## config.mk

```make
export PLATFORM = sky130hd
export DESIGN_NAME = bar_meter_peak_decay
export DESIGN_NICKNAME = d
export VERILOG_FILES = /design/src/hw/rtl/bmpd_pkg.sv /design/src/hw/rtl/bmpd_front.sv /design/src/hw/rtl/bmpd_queue.sv /design/src/hw/rtl/bmpd_back.sv /design/src/hw/rtl/bar_meter_peak_decay.sv
export SDC_FILE = /design/constraint.sdc
export NUM_CORES = 2
export LEC_CHECK = 0
export BUFFER_PORTS_ARGS = -buffer_cell sky130_fd_sc_hd__clkbuf_2
export CORE_ASPECT_RATIO = 2
export CORE_MARGIN = 4
export CORE_UTILIZATION = 28
export DETAILED_ROUTE_END_ITERATION = 8
export PLACE_DENSITY_LB_ADDON = 0.25
export RECOVER_POWER = 25
export SLEW_MARGIN = 30
export SYNTH_ARGS = -nofsm -noshare
export SYNTH_HDL_FRONTEND = slang
export SYNTH_SLANG_ARGS = --single-unit
```

## constraint.sdc

```tcl
create_clock -name clk -period 12.7 [get_ports clk]
set_clock_uncertainty 0.2 [all_clocks]
set_input_delay 0.635 -clock clk [delete_from_list [all_inputs] [get_ports clk]]
set_output_delay 0.635 -clock clk [all_outputs]
set_load 0.03 [all_outputs]
```

## src/hw/rtl/bmpd_pkg.sv

```systemverilog
// bmpd_pkg: shared types, constants and the fade table of the bar meter
// used by bmpd_front, bmpd_queue, bmpd_back and bar_meter_peak_decay
// depends on nothing
`default_nettype none

package bmpd_pkg;

    // default sizes of the meter
    localparam int COLUMNS_DEF    = 16;
    localparam int ROWS_DEF       = 8;
    localparam int FADE_STEPS_DEF = 20;

    // field widths
    localparam int COL_W    = 4;
    localparam int SAMPLE_W = 16;
    localparam int STEP_W   = 5;
    localparam int LIT_W    = 4;
    localparam int CFG_IDX_W = 1;

    // configuration register indexes
    localparam logic [CFG_IDX_W-1:0] REG_INTENSITY  = 1'd0;
    localparam logic [CFG_IDX_W-1:0] REG_SKIP_COUNT = 1'd1;

    // reset value of the intensity register
    localparam logic [SAMPLE_W-1:0] INTENSITY_RST = 16'hFFFF;

    // opcode of an input item
    localparam logic OP_LOAD = 1'b0;
    localparam logic OP_TICK = 1'b1;

    // queue between front and back
    localparam int Q_DEPTH = 2;

    // decay curve in Q1.16, one entry per fade step before the final, dark one
    localparam int CURVE_LEN = 19;
    localparam logic [16:0] CURVE_Q16 [CURVE_LEN] = '{
        17'd65536, 17'd63170, 17'd60693, 17'd58091, 17'd55365, 17'd52521,
        17'd49558, 17'd46472, 17'd43267, 17'd39938, 17'd36484, 17'd32919,
        17'd29223, 17'd25415, 17'd21476, 17'd17426, 17'd13251, 17'd8952,
        17'd4535
    };

    typedef enum logic {
        CMD_LOAD,
        CMD_TICK
    } cmd_kind_t;

    // classified item travelling from front to back
    typedef struct packed {
        cmd_kind_t             kind;
        logic                  hit;     // load column is a real column
        logic [COL_W-1:0]      column;
        logic [SAMPLE_W-1:0]   sample;
    } cmd_t;

    typedef enum logic [1:0] {
        BK_IDLE,
        BK_SCAN,
        BK_CALC,
        BK_EMIT
    } back_state_t;

    // factor of a fade step; final step and beyond are dark
    function automatic logic [16:0] fade_factor(input logic [STEP_W-1:0] step,
                                                input int fade_steps);
        logic [16:0] f;
        if (int'(step) >= fade_steps - 1)
            f = 17'd0;
        else if (int'(step) >= CURVE_LEN)
            f = CURVE_Q16[CURVE_LEN-1];
        else
            f = CURVE_Q16[step];
        return f;
    endfunction

endpackage

`default_nettype wire

```

## src/hw/rtl/bmpd_front.sv

```systemverilog
// bmpd_front: input handshake and item classification
// holds one classified item until the queue takes it; uses bmpd_pkg
`default_nettype none

module bmpd_front #(
    parameter int COLUMNS = bmpd_pkg::COLUMNS_DEF
) (
    input  wire                          clk,
    input  wire                          rst_n,
    input  wire                          in_valid,
    output logic                         in_ready,
    input  wire                          opcode,
    input  wire [bmpd_pkg::COL_W-1:0]    column,
    input  wire [bmpd_pkg::SAMPLE_W-1:0] sample,
    output logic                         push_valid,
    input  wire                          push_ready,
    output bmpd_pkg::cmd_t               push_cmd
);

    logic           hold_valid_reg;
    logic           hold_valid_next;
    bmpd_pkg::cmd_t cmd_reg;
    bmpd_pkg::cmd_t cmd_next;
    logic           accept;

    // take a new item when the holding stage is empty or drains now
    assign in_ready   = !hold_valid_reg || push_ready;
    assign accept     = in_valid && in_ready;
    assign push_valid = hold_valid_reg;
    assign push_cmd   = cmd_reg;

    // classify the item
    always_comb
    begin
        cmd_next.kind   = (opcode == bmpd_pkg::OP_TICK) ? bmpd_pkg::CMD_TICK
                                                        : bmpd_pkg::CMD_LOAD;
        cmd_next.hit    = (int'(column) < COLUMNS);
        cmd_next.column = column;
        cmd_next.sample = sample;
        if (accept)
            hold_valid_next = 1'b1;
        else if (push_ready)
            hold_valid_next = 1'b0;
        else
            hold_valid_next = hold_valid_reg;
    end

    // holding stage valid
    always_ff @(posedge clk or negedge rst_n)
    begin
        if (!rst_n)
            hold_valid_reg <= 1'b0;
        else
            hold_valid_reg <= hold_valid_next;
    end

    // holding stage payload
    always_ff @(posedge clk)
    begin
        if (accept)
            cmd_reg <= cmd_next;
    end

endmodule

`default_nettype wire

```

## src/hw/rtl/bmpd_queue.sv

```systemverilog
// bmpd_queue: short fifo of classified items between front and back
// uses bmpd_pkg for the item type and depth
`default_nettype none

module bmpd_queue (
    input  wire            clk,
    input  wire            rst_n,
    input  wire            push_valid,
    output logic           push_ready,
    input  bmpd_pkg::cmd_t push_cmd,
    output logic           pop_valid,
    input  wire            pop_ready,
    output bmpd_pkg::cmd_t pop_cmd
);

    localparam int PTR_W = (bmpd_pkg::Q_DEPTH > 1) ? $clog2(bmpd_pkg::Q_DEPTH) : 1;
    localparam int CNT_W = $clog2(bmpd_pkg::Q_DEPTH + 1);

    bmpd_pkg::cmd_t   entry_reg [bmpd_pkg::Q_DEPTH];
    logic [PTR_W-1:0] wr_ptr_reg;
    logic [PTR_W-1:0] wr_ptr_next;
    logic [PTR_W-1:0] rd_ptr_reg;
    logic [PTR_W-1:0] rd_ptr_next;
    logic [CNT_W-1:0] count_reg;
    logic [CNT_W-1:0] count_next;
    logic             do_push;
    logic             do_pop;

    assign push_ready = (count_reg != CNT_W'(bmpd_pkg::Q_DEPTH));
    assign pop_valid  = (count_reg != '0);
    assign pop_cmd    = entry_reg[rd_ptr_reg];
    assign do_push    = push_valid && push_ready;
    assign do_pop     = pop_valid && pop_ready;

    // pointer and fill count update
    always_comb
    begin
        wr_ptr_next = wr_ptr_reg;
        rd_ptr_next = rd_ptr_reg;
        if (do_push)
            wr_ptr_next = (wr_ptr_reg == PTR_W'(bmpd_pkg::Q_DEPTH - 1)) ? '0
                                                                       : wr_ptr_reg + 1'b1;
        if (do_pop)
            rd_ptr_next = (rd_ptr_reg == PTR_W'(bmpd_pkg::Q_DEPTH - 1)) ? '0
                                                                       : rd_ptr_reg + 1'b1;
        case ({do_push, do_pop})
            2'b10:   count_next = count_reg + 1'b1;
            2'b01:   count_next = count_reg - 1'b1;
            default: count_next = count_reg;
        endcase
    end

    always_ff @(posedge clk or negedge rst_n)
    begin
        if (!rst_n)
        begin
            wr_ptr_reg <= '0;
            rd_ptr_reg <= '0;
            count_reg  <= '0;
        end
        else
        begin
            wr_ptr_reg <= wr_ptr_next;
            rd_ptr_reg <= rd_ptr_next;
            count_reg  <= count_next;
        end
    end

    // entry storage
    always_ff @(posedge clk)
    begin
        if (do_push)
            entry_reg[wr_ptr_reg] <= push_cmd;
    end

endmodule

`default_nettype wire

```

## src/hw/rtl/bmpd_back.sv

```systemverilog
// bmpd_back: executes loads and ticks, holds column state and the result register
// scan pass finds the dark verdict, update pass decays one column at a time; uses bmpd_pkg
`default_nettype none

module bmpd_back #(
    parameter int COLUMNS    = bmpd_pkg::COLUMNS_DEF,
    parameter int ROWS       = bmpd_pkg::ROWS_DEF,
    parameter int FADE_STEPS = bmpd_pkg::FADE_STEPS_DEF
) (
    input  wire                           clk,
    input  wire                           rst_n,
    input  wire                           cfg_write,
    input  wire [bmpd_pkg::CFG_IDX_W-1:0] cfg_index,
    input  wire [bmpd_pkg::SAMPLE_W-1:0]  cfg_data,
    input  wire                           pop_valid,
    output logic                          pop_ready,
    input  bmpd_pkg::cmd_t                pop_cmd,
    output logic                          out_valid,
    input  wire                           out_ready,
    output logic [bmpd_pkg::COL_W-1:0]    out_column,
    output logic [bmpd_pkg::SAMPLE_W-1:0] level,
    output logic [bmpd_pkg::LIT_W-1:0]    lit_rows,
    output logic [bmpd_pkg::SAMPLE_W-1:0] brightness,
    output logic                          last,
    output logic                          all_dark
);

    localparam int SW      = bmpd_pkg::SAMPLE_W;
    localparam int CNT_W   = (COLUMNS > 1) ? $clog2(COLUMNS) : 1;
    localparam int ROW_CNT_W = $clog2(ROWS + 1);
    localparam logic [CNT_W-1:0] LAST_COL = CNT_W'(COLUMNS - 1);
    localparam logic [bmpd_pkg::STEP_W-1:0] LAST_STEP = bmpd_pkg::STEP_W'(FADE_STEPS - 1);
    localparam logic [SW-1:0] ROW_STEP = SW'(32'hFFFF / ROWS);

    bmpd_pkg::back_state_t state_reg;
    bmpd_pkg::back_state_t state_next;

    // configuration
    logic [SW-1:0] intensity_reg;
    logic [SW-1:0] skip_reg;

    // column state
    logic [SW-1:0]              level_reg [COLUMNS];
    logic [bmpd_pkg::STEP_W-1:0] step_reg [COLUMNS];
    logic [SW-1:0]              pend_reg  [COLUMNS];

    logic [SW-1:0]    prescale_reg;
    logic [SW-1:0]    prescale_next;
    logic             pflag_reg;
    logic             pflag_next;
    logic             running_reg;
    logic             running_next;
    logic [CNT_W-1:0] col_reg;
    logic [CNT_W-1:0] col_next;
    logic             dark_reg;
    logic             dark_next;
    logic [SW-1:0]    lv_reg;
    logic [SW-1:0]    lv_next;

    // result register
    logic                        out_valid_reg;
    logic                        out_valid_next;
    logic [bmpd_pkg::COL_W-1:0]  out_column_reg;
    logic [SW-1:0]               level_out_reg;
    logic [bmpd_pkg::LIT_W-1:0]  lit_reg;
    logic [SW-1:0]               bright_reg;
    logic                        last_reg;
    logic                        all_dark_reg;

    logic                        take;
    logic [SW-1:0]               base;
    logic [bmpd_pkg::STEP_W-1:0] stp;
    logic [bmpd_pkg::STEP_W-1:0] stp_adv;
    logic [SW+16:0]              decay_prod;
    logic [2*SW-1:0]             bright_prod;
    logic [ROW_CNT_W-1:0]        lit_cnt;
    logic                        pend_we;
    logic                        col_we;
    logic                        out_load;

    // pending sample overrides the held level when it is higher
    assign take    = pflag_reg && (pend_reg[col_reg] > level_reg[col_reg]);
    assign base    = take ? pend_reg[col_reg] : level_reg[col_reg];
    assign stp     = take ? '0 : step_reg[col_reg];
    assign stp_adv = (stp < LAST_STEP) ? stp + 1'b1 : stp;
    assign decay_prod = base * bmpd_pkg::fade_factor(stp, FADE_STEPS);

    // brightness and lit rows from the registered decayed level
    assign bright_prod = lv_reg * intensity_reg;

    always_comb
    begin
        lit_cnt = '0;
        for (int k = 0; k < ROWS; k++)
        begin
            if (32'(lv_reg) > 32'(ROW_STEP) * 32'(k))
                lit_cnt = lit_cnt + 1'b1;
        end
    end

    // sequencer
    always_comb
    begin
        state_next    = state_reg;
        prescale_next = prescale_reg;
        pflag_next    = pflag_reg;
        running_next  = running_reg;
        col_next      = col_reg;
        dark_next     = dark_reg;
        lv_next       = lv_reg;
        pop_ready     = 1'b0;
        pend_we       = 1'b0;
        col_we        = 1'b0;
        out_load      = 1'b0;
        case (state_reg)
            bmpd_pkg::BK_IDLE:
            begin
                pop_ready = 1'b1;
                if (pop_valid)
                begin
                    case (pop_cmd.kind)
                        bmpd_pkg::CMD_LOAD:
                        begin
                            pend_we      = pop_cmd.hit;
                            pflag_next   = 1'b1;
                            running_next = 1'b1;
                        end
                        bmpd_pkg::CMD_TICK:
                        begin
                            if (running_reg)
                            begin
                                if (prescale_reg < skip_reg)
                                    prescale_next = prescale_reg + 1'b1;
                                else
                                begin
                                    prescale_next = '0;
                                    col_next      = '0;
                                    dark_next     = 1'b1;
                                    state_next    = bmpd_pkg::BK_SCAN;
                                end
                            end
                        end
                        default:
                        begin
                        end
                    endcase
                end
            end
            bmpd_pkg::BK_SCAN:
            begin
                dark_next = dark_reg && !take && (step_reg[col_reg] >= LAST_STEP);
                if (col_reg == LAST_COL)
                begin
                    col_next   = '0;
                    state_next = bmpd_pkg::BK_CALC;
                end
                else
                    col_next = col_reg + 1'b1;
            end
            bmpd_pkg::BK_CALC:
            begin
                col_we     = 1'b1;
                lv_next    = decay_prod[SW+15:16];
                state_next = bmpd_pkg::BK_EMIT;
            end
            bmpd_pkg::BK_EMIT:
            begin
                if (!out_valid_reg || out_ready)
                begin
                    out_load = 1'b1;
                    if (col_reg == LAST_COL)
                    begin
                        pflag_next = 1'b0;
                        if (dark_reg)
                            running_next = 1'b0;
                        state_next = bmpd_pkg::BK_IDLE;
                    end
                    else
                    begin
                        col_next   = col_reg + 1'b1;
                        state_next = bmpd_pkg::BK_CALC;
                    end
                end
            end
            default:
                state_next = bmpd_pkg::BK_IDLE;
        endcase

        if (out_load)
            out_valid_next = 1'b1;
        else if (out_ready)
            out_valid_next = 1'b0;
        else
            out_valid_next = out_valid_reg;
    end

    // control and configuration registers
    always_ff @(posedge clk or negedge rst_n)
    begin
        if (!rst_n)
        begin
            state_reg     <= bmpd_pkg::BK_IDLE;
            intensity_reg <= bmpd_pkg::INTENSITY_RST;
            skip_reg      <= '0;
            prescale_reg  <= '0;
            pflag_reg     <= 1'b0;
            running_reg   <= 1'b0;
            col_reg       <= '0;
            dark_reg      <= 1'b0;
            out_valid_reg <= 1'b0;
        end
        else
        begin
            state_reg     <= state_next;
            prescale_reg  <= prescale_next;
            pflag_reg     <= pflag_next;
            running_reg   <= running_next;
            col_reg       <= col_next;
            dark_reg      <= dark_next;
            out_valid_reg <= out_valid_next;
            if (cfg_write && (cfg_index == bmpd_pkg::REG_INTENSITY))
                intensity_reg <= cfg_data;
            if (cfg_write && (cfg_index == bmpd_pkg::REG_SKIP_COUNT))
                skip_reg <= cfg_data;
        end
    end

    // per-column state, cleared by reset
    always_ff @(posedge clk or negedge rst_n)
    begin
        if (!rst_n)
        begin
            for (int i = 0; i < COLUMNS; i++)
            begin
                level_reg[i] <= '0;
                step_reg[i]  <= '0;
                pend_reg[i]  <= '0;
            end
        end
        else
        begin
            if (pend_we)
                pend_reg[pop_cmd.column[CNT_W-1:0]] <= pop_cmd.sample;
            if (col_we)
            begin
                level_reg[col_reg] <= decay_prod[SW+15:16];
                step_reg[col_reg]  <= stp_adv;
            end
        end
    end

    // decayed level and result payload
    always_ff @(posedge clk)
    begin
        lv_reg <= lv_next;
        if (out_load)
        begin
            out_column_reg <= bmpd_pkg::COL_W'(col_reg);
            level_out_reg  <= lv_reg;
            lit_reg        <= bmpd_pkg::LIT_W'(lit_cnt);
            bright_reg     <= bright_prod[2*SW-1:SW];
            last_reg       <= (col_reg == LAST_COL);
            all_dark_reg   <= dark_reg;
        end
    end

    assign out_valid  = out_valid_reg;
    assign out_column = out_column_reg;
    assign level      = level_out_reg;
    assign lit_rows   = lit_reg;
    assign brightness = bright_reg;
    assign last       = last_reg;
    assign all_dark   = all_dark_reg;

endmodule

`default_nettype wire

```

## src/hw/rtl/bar_meter_peak_decay.sv

```systemverilog
// bar meter with peak hold and decay: load items queue a sample, updating tick items emit one item per column
// an accepted item passes the front holding stage and the queue before the back end takes it
// an updating tick scans all columns, then per column result does the decay multiply in the calc state
// and the brightness multiply as it emits the result, waiting while the output register is full
// a 2-entry queue and the front holding stage let the input keep accepting while the back end works, until full
// reset: levels, fade steps and pending samples clear to zero, intensity to full, meter stopped
`default_nettype none

module bar_meter_peak_decay #(
    parameter int COLUMNS    = bmpd_pkg::COLUMNS_DEF,
    parameter int ROWS       = bmpd_pkg::ROWS_DEF,
    parameter int FADE_STEPS = bmpd_pkg::FADE_STEPS_DEF
) (
    input  wire                           clk,
    input  wire                           rst_n,
    input  wire                           cfg_write,
    input  wire [bmpd_pkg::CFG_IDX_W-1:0] cfg_index,
    input  wire [bmpd_pkg::SAMPLE_W-1:0]  cfg_data,
    input  wire                           in_valid,
    output logic                          in_ready,
    input  wire                           opcode,
    input  wire [bmpd_pkg::COL_W-1:0]     column,
    input  wire [bmpd_pkg::SAMPLE_W-1:0]  sample,
    output logic                          out_valid,
    input  wire                           out_ready,
    output logic [bmpd_pkg::COL_W-1:0]    out_column,
    output logic [bmpd_pkg::SAMPLE_W-1:0] level,
    output logic [bmpd_pkg::LIT_W-1:0]    lit_rows,
    output logic [bmpd_pkg::SAMPLE_W-1:0] brightness,
    output logic                          last,
    output logic                          all_dark
);

    logic           push_valid;
    logic           push_ready;
    bmpd_pkg::cmd_t push_cmd;
    logic           pop_valid;
    logic           pop_ready;
    bmpd_pkg::cmd_t pop_cmd;

    // accept and classify
    bmpd_front #(
        .COLUMNS (COLUMNS)
    ) u_front (
        .clk        (clk),
        .rst_n      (rst_n),
        .in_valid   (in_valid),
        .in_ready   (in_ready),
        .opcode     (opcode),
        .column     (column),
        .sample     (sample),
        .push_valid (push_valid),
        .push_ready (push_ready),
        .push_cmd   (push_cmd)
    );

    // decoupling queue
    bmpd_queue u_queue (
        .clk        (clk),
        .rst_n      (rst_n),
        .push_valid (push_valid),
        .push_ready (push_ready),
        .push_cmd   (push_cmd),
        .pop_valid  (pop_valid),
        .pop_ready  (pop_ready),
        .pop_cmd    (pop_cmd)
    );

    // execute and emit
    bmpd_back #(
        .COLUMNS    (COLUMNS),
        .ROWS       (ROWS),
        .FADE_STEPS (FADE_STEPS)
    ) u_back (
        .clk        (clk),
        .rst_n      (rst_n),
        .cfg_write  (cfg_write),
        .cfg_index  (cfg_index),
        .cfg_data   (cfg_data),
        .pop_valid  (pop_valid),
        .pop_ready  (pop_ready),
        .pop_cmd    (pop_cmd),
        .out_valid  (out_valid),
        .out_ready  (out_ready),
        .out_column (out_column),
        .level      (level),
        .lit_rows   (lit_rows),
        .brightness (brightness),
        .last       (last),
        .all_dark   (all_dark)
    );

    // an accepted item always lands in the front holding stage
    assert property (@(posedge clk) disable iff (!rst_n)
        in_valid && in_ready |=> push_valid)
        else $error("accepted item not held by front");

    // a dark column lights nothing
    assert property (@(posedge clk) disable iff (!rst_n)
        out_valid && (level == '0) |-> (lit_rows == '0) && (brightness == '0))
        else $error("zero level with lit rows or brightness");

    // the final item of a tick describes the final column
    assert property (@(posedge clk) disable iff (!rst_n)
        out_valid && last |-> out_column == bmpd_pkg::COL_W'(COLUMNS - 1))
        else $error("last flag on wrong column");

endmodule

`default_nettype wire

```

# ---- Yosys cells after proc, flatten, opt, wreduce, memory -nomap -nowiden
# Memory sizes are Yosys's and may differ from the RTL's.
# Index checks and enable logic that the tools add are counted.
dict set report word_totals {
  mem_bits_ro 544
  out_inout_bits 44
  word_cells 237
  mem_count 2
  mem_bits_rw 42
  ff_bits 734
}
# name words width rd rd_clocked_by_memory_dff wr line
set mem_list {}
lappend mem_list {{(no name shown)} 32 17 1 0 0 bmpd_pkg.sv:72} ;# f = CURVE_Q16[step];
lappend mem_list {u_queue.entry_reg 2 21 1 0 1 bmpd_queue.sv:19} ;# bmpd_pkg::cmd_t entry_reg [bmpd_pkg::Q_DEPTH];
dict set report op_classes {
  magnitude_cmp 18
  n_mul 2
  addsub 14
  mux 80
  reduce_logical 29
  n_bitwise 4
  n_eq_ne 17
}
# operator n
set ops {}
lappend ops {{bitwise mux 256 bit} 2}
lappend ops {{binary-select mux 16 bit (select 4 bit)} 2}
lappend ops {{demux 16 bit (select 4 bit)} 2}
lappend ops {{2-to-1 mux 16 bit} 8}
lappend ops {{bitwise mux 80 bit} 1}
lappend ops {{2-to-1 mux 4 bit} 14}
lappend ops {{2-to-1 mux 17 bit} 3}
lappend ops {{greater-than comparator 16 bit (second input constant)} 3}
lappend ops {{greater-than comparator 16 x 15 -> 1 bit (second input constant)} 2}
lappend ops {{multiplier 16 x 16 -> 32 bit} 1}
lappend ops {{multiplier 16 x 17 -> 32 bit} 1}
lappend ops {{adder 4 x 1 -> 4 bit (second input constant)} 7}
lappend ops {{2-to-1 mux 1 bit} 28}
lappend ops {{2-to-1 mux 5 bit} 5}
lappend ops {{binary-select mux 5 bit (select 4 bit)} 1}
lappend ops {{demux 5 bit (select 4 bit)} 1}
lappend ops {{greater-or-equal comparator 5 bit (second input constant)} 4}
lappend ops {{adder 16 x 1 -> 16 bit (second input constant)} 1}
lappend ops {{greater-than comparator 16 x 1 -> 1 bit (second input constant)} 1}
lappend ops {{greater-than comparator 16 x 13 -> 1 bit (second input constant)} 1}
lappend ops {{greater-than comparator 16 x 14 -> 1 bit (second input constant)} 1}
lappend ops {{greater-than comparator 16 bit} 1}
lappend ops {{< comparator 16 bit} 1}
lappend ops {{2-to-1 mux 2 bit} 7}
lappend ops {{30 further kinds} 66}

# ---- Logic depth before layout (Yosys ltp)
dict set report logic_depth {
  word_depth 16
  ltp_mapped 53
  mapped_depth_nobuf 42
}

# ---- By module
# From an unflattened synthesis, not the netlist that was laid out.
dict set report unflattened {
  cells_unflattened 4557
  hier_area_um2 51247.9
}
# module instances area_per_inst_um2 cells_each
set modules_own_cells {}
lappend modules_own_cells {bmpd_back 1 48765.5 4445}
lappend modules_own_cells {bmpd_queue 1 1786.7 85}
lappend modules_own_cells {bmpd_front 1 695.7 27}

# ---- Least setup slack after synthesis
# Ideal clock, no wire load.
dict set report synth_path {
  path_kind {reg-to-reg}
  startpoint {reg u_back.col_reg[0]}
  endpoint {reg u_back.lv_reg[14], data pin}
  stages_incl_launch_ff 48
  setup_slack_ps -106
  t_required_ps 12239
  synth_period_minus_slack_ps 12806
  arrival_time_ps 12346
  path_cell_list {dfrtp_1 buf_6 buf_12 buf_12 buf_6 buf_2 buf_1 buf_2 mux4_2 mux4_2 ha_1 nand4_1 or4_1 a21o_1 o211a_2 or2_2 clkbuf_1 nand2_1 (+12 left out) fa_1 fa_1 fa_1 fa_1 ha_1 a21o_1 a21o_1 a21o_1 a21oi_1 o31ai_1 a21oi_1 o21ai_0 a21o_1 a221o_1 a41o_1 xnor2_1 clkbuf_1 inv_1}
}
dict set report synth_between {
  elab_chain_cells 13
  elab_cells_between_ends 21
  classes_between {mul (1); order compare (2); mux (14); bitwise (2); reduce/logical (1); memory (1)}
}
# item line
set synth_lines {}
lappend synth_lines {{from (decl)} bmpd_back.sv:53} ;# logic [CNT_W-1:0] col_reg;
lappend synth_lines {{from (signal assigned)} bmpd_back.sv:218} ;# col_reg <= col_next;
lappend synth_lines {{NOT 4 -> 5 bit (implied by the code) *} {bmpd_back.sv:82, bmpd_back.sv:83, bmpd_back.sv:84}}
lappend synth_lines {{binary-select mux 16 bit (select 4 bit)} {bmpd_back.sv:82, bmpd_back.sv:83}}
lappend synth_lines {{2-to-1 mux 16 bit (implied by the code) (2 in a row)} {bmpd_back.sv:82, bmpd_back.sv:83}}
lappend synth_lines {{greater-than comparator 16 bit} bmpd_back.sv:82} ;# assign take = pflag_reg && (pend_reg[col_reg] > level_reg[col_reg]);
lappend synth_lines {{logical AND 1 bit} bmpd_back.sv:82}
lappend synth_lines {{2-to-1 mux 5 bit} bmpd_back.sv:84} ;# assign stp = take ? '0 : step_reg[col_reg];
lappend synth_lines {{NOT 5 -> 6 bit (implied by the code)} bmpd_pkg.sv:72}
lappend synth_lines {{memory (32 x 17 bit)} n/a}
lappend synth_lines {{2-to-1 mux 17 bit (implied by the code) (2 in a row)} bmpd_pkg.sv:72}
lappend synth_lines {{2-to-1 mux 17 bit} bmpd_pkg.sv:67} ;# if (int'(step) >= fade_steps - 1)
lappend synth_lines {{multiplier 16 x 17 -> 32 bit *} bmpd_back.sv:86} ;# assign decay_prod = base * bmpd_pkg::fade_factor(stp, FADE_STEPS);
lappend synth_lines {{via u_back.decay_prod[30]} bmpd_back.sv:74} ;# logic [SW+16:0] decay_prod;
lappend synth_lines {{to (signal assigned)} bmpd_back.sv:255} ;# lv_reg <= lv_next;
lappend synth_lines {{to (decl)} bmpd_back.sv:57} ;# logic [SW-1:0] lv_reg;
# Mark *: on every way through the listed nets, which the timed path passes. The rest lies on a longest branch. The select of a mux whose other input is x is not followed.
# A chain may end at the register's enable or synchronous reset.

# ---- Worst setup path in the final report
# Same ends and word-level chain as after synthesis.

==> flow_summary.ini <==
[worst_setup_path]
crit_slowest_cell = fa_1
path_delay_family = adder cells
critical-path-max-stage-delay_ps = 630
worst_setup_path_end_kind = flop
setup.worst_path.class = flop to flop
reg2reg_to = u_back.lv_reg[14]
r2r_setup_slack_ps = 400
worstRegToRegCells = 43
cp_max_fo = 34
cp_num_buf_inv = 10
startpoint_type = flop
crit_top_cell = fa_1
worstPathArrival_ps = 12540
crit_required_ps = 12950
worstReg2RegStart = u_back.col_reg[0]

[clocking]
tritoncts = built
clockBufferDepth = 3
cts.reportedPaths.clkPinSlew_ps = 70
root_buffer = clkbuf_16
cts_made_buffers = 80
clock_insertion_delay_worst_skew_ps = 700
htreeDepth = 3
cts.sink_count = 776

[timing]
tightest_slew_ps = 6000
finalMaxSlewViolations = 344
final-hold-violation-count = 0
max_freq_ghz = 0.0813
finalCritPeriodShare_pct = 96.8
setup_tns_ps = 0
hold_slack_ps = 16.2
maxSlewHeadroom_pct = -300
layout_min_cycle_time_ps = 12300
rsz0062_at_grt = false
setup_violations = 0
setup_slack_ps = 404

[logic_synthesis]
ys.flop_type = dfrtp_1
syn_inst = 4857
yosysWarnings = 0
synth_edf_count = 121
synthArstFlopShare_pct = 84.4
avgSynthCellArea_um2 = 10.7
synth-seq-cells = 776
synthDistinctLibCells = 92
yosysMostFrequentCell = nand2_1
yosys-top-cells-count = 702 x nand2_1, 639 x dfrtp_1, 509 x inv_1
synth.cell_area_um2 = 52000
syn_nets = 5552
yosysTopAreaCellShare_pct = 30.7
ys_top_cells_by_area = dfrtp_1 31%, fa_1 15%, mux4_2 7.5%
yosys.area.top_type = dfrtp_1
ys_seq_area_share_pct = 38.5

[die]
fp.dieW_um = 313
num_rows = 223
die_h_um = 617
io_pins = 87
start_util_pct = 28.2
dieArea_um2 = 193000
coreArea_um2 = 185000

[global_route]
grt_pass1_vias = 39600
grt-ovfl-total = 0
grt_pass1_wl_um = 249000
grt_max_degree = 111
antenna_found_initial = 2
grt_use_total_pct = 17.1

[placed_design]
portBuffers = 86
dp_hpwl_um = 122000
gp_congestion = 0.909
dp_slack_ps = 74.2

[min_path]
hp-class = input pin to flop
hold_depth = 2
min_to = u_back.skip_reg[5]
holdCritStartpoint = cfg_data[5]

[final_layout]
post-route-util_pct = 31.9
drive_gt1_share_pct = 15.6
nets = 5626
fillCellCount = 19100
multi_input_area_um2 = 29000
seq_area_um2 = 20100
area_growth_pct = 13.3
largest_reg_flops = 272

[detailed_routing]
routed_wl_um = 165000
dr.pass1.iters = 5
avgRoutedWirePerCell_um = 22.0
via_count = 36000
drc = 0
initialDrtViolationCount = 1894
detail-route-antenna-nets = 0
avgViaCountPerCell = 4.82

[run_status]
violations = capacitance limit, slew limit
status = finished, violations left

[flow_run]
maxCapViolCount = 9
metal layers:
layer / routed length, µm / global-route usage, %
met1: 55100 / 16.6
met2: 93800 / 34.2
met3: 4660 / 1.59
met4: 11000 / 10.3
met5: 0 / 0
per-stage QoR:
step / instances / cell area, µm²
after floorplan: 4857 / 52000
after global placement: 7284 / 55800
after detailed placement: 7286 / 55900
after CTS: 7458 / 58900
after global routing: 7468 / 58900
final: 7470 / 58900
final cells by class:
class,count,share of cell area (%)
inverter,511,3.26
clock buffer,115,4.04
multi-input combinational,3266,49.3
timing repair buffer,296,3.63
clock inverter,28,0.508
sequential,776,34.0
tap,2475,5.26
antenna,3,0.0127
worst register-to-register path: cells and delay by family (launching register included):
family	cells	cell delay [ps]
AO/OA/AOI/OAI	13	2500
XOR/XNOR	1	270
adder cells (fa/ha/maj)	9	3860
buffers and inverters	10	1680
flip-flops	1	530
multiplexers	2	1130
AND/OR/NAND/NOR	8	1920
how the worst max path moves through the flow:
stage	slack, ps	start	cells after the start	endpoint
after floorplan	70	u_back.col_reg[1]	46	u_back.lv_reg[14]
after global placement	170	u_back.col_reg[0]	41	u_back.lv_reg[14]
after detailed placement	70	u_back.col_reg[0]	41	u_back.lv_reg[14]
after CTS	30	u_back.col_reg[0]	41	u_back.lv_reg[14]
after global routing	5	u_back.col_reg[0]	43	u_back.lv_reg[14]
final	400	u_back.col_reg[0]	43	u_back.lv_reg[14]
placed cells by master (no fill, tap or decap), types with 52 or more instances in the layout:
master     count
inv_1        509
dfrtp_1      635
buf_4        138
nand2_1      688
nor2b_1       52
mux2_2       180
clkbuf_16     86
o21ai_0      284
mux4_2       174
clkbuf_1      85
a21oi_1      253
fa_1         399
edfxtp_1     121
nor2_1       285
and2_1       128
ha_1         252
what timing repair did:
item,4_1_cts,5_1_grt
setup buffers,0,8
endpoints found under the hold margin,131,0
endpoints found under the setup margin,0,93
hold buffers,29,0
gates resized for setup,0,10
kinds of logic (layout without fill, tap and decap cells):
| logic type | after synthesis | in the layout | synth area share (%) |
|---|---|---|---|
| xor gates and xnor gates | 73 | 73 | 1.34 |
| other | 0 | 3 | 0 |
| and+or+nand+nor | 1419 | 1419 | 12.2 |
| buffers and inverters | 815 | 950 | 6.09 |
| adders and majority gates | 652 | 652 | 21.4 |
| muxes | 399 | 399 | 12.3 |
| DFF | 776 | 776 | 38.5 |
| AOI/OAI and AO/OA | 723 | 723 | 8.07 |
Power is not shown: default switching activity piles up to over one toggle a cycle in this logic, so the estimate is an artifact.
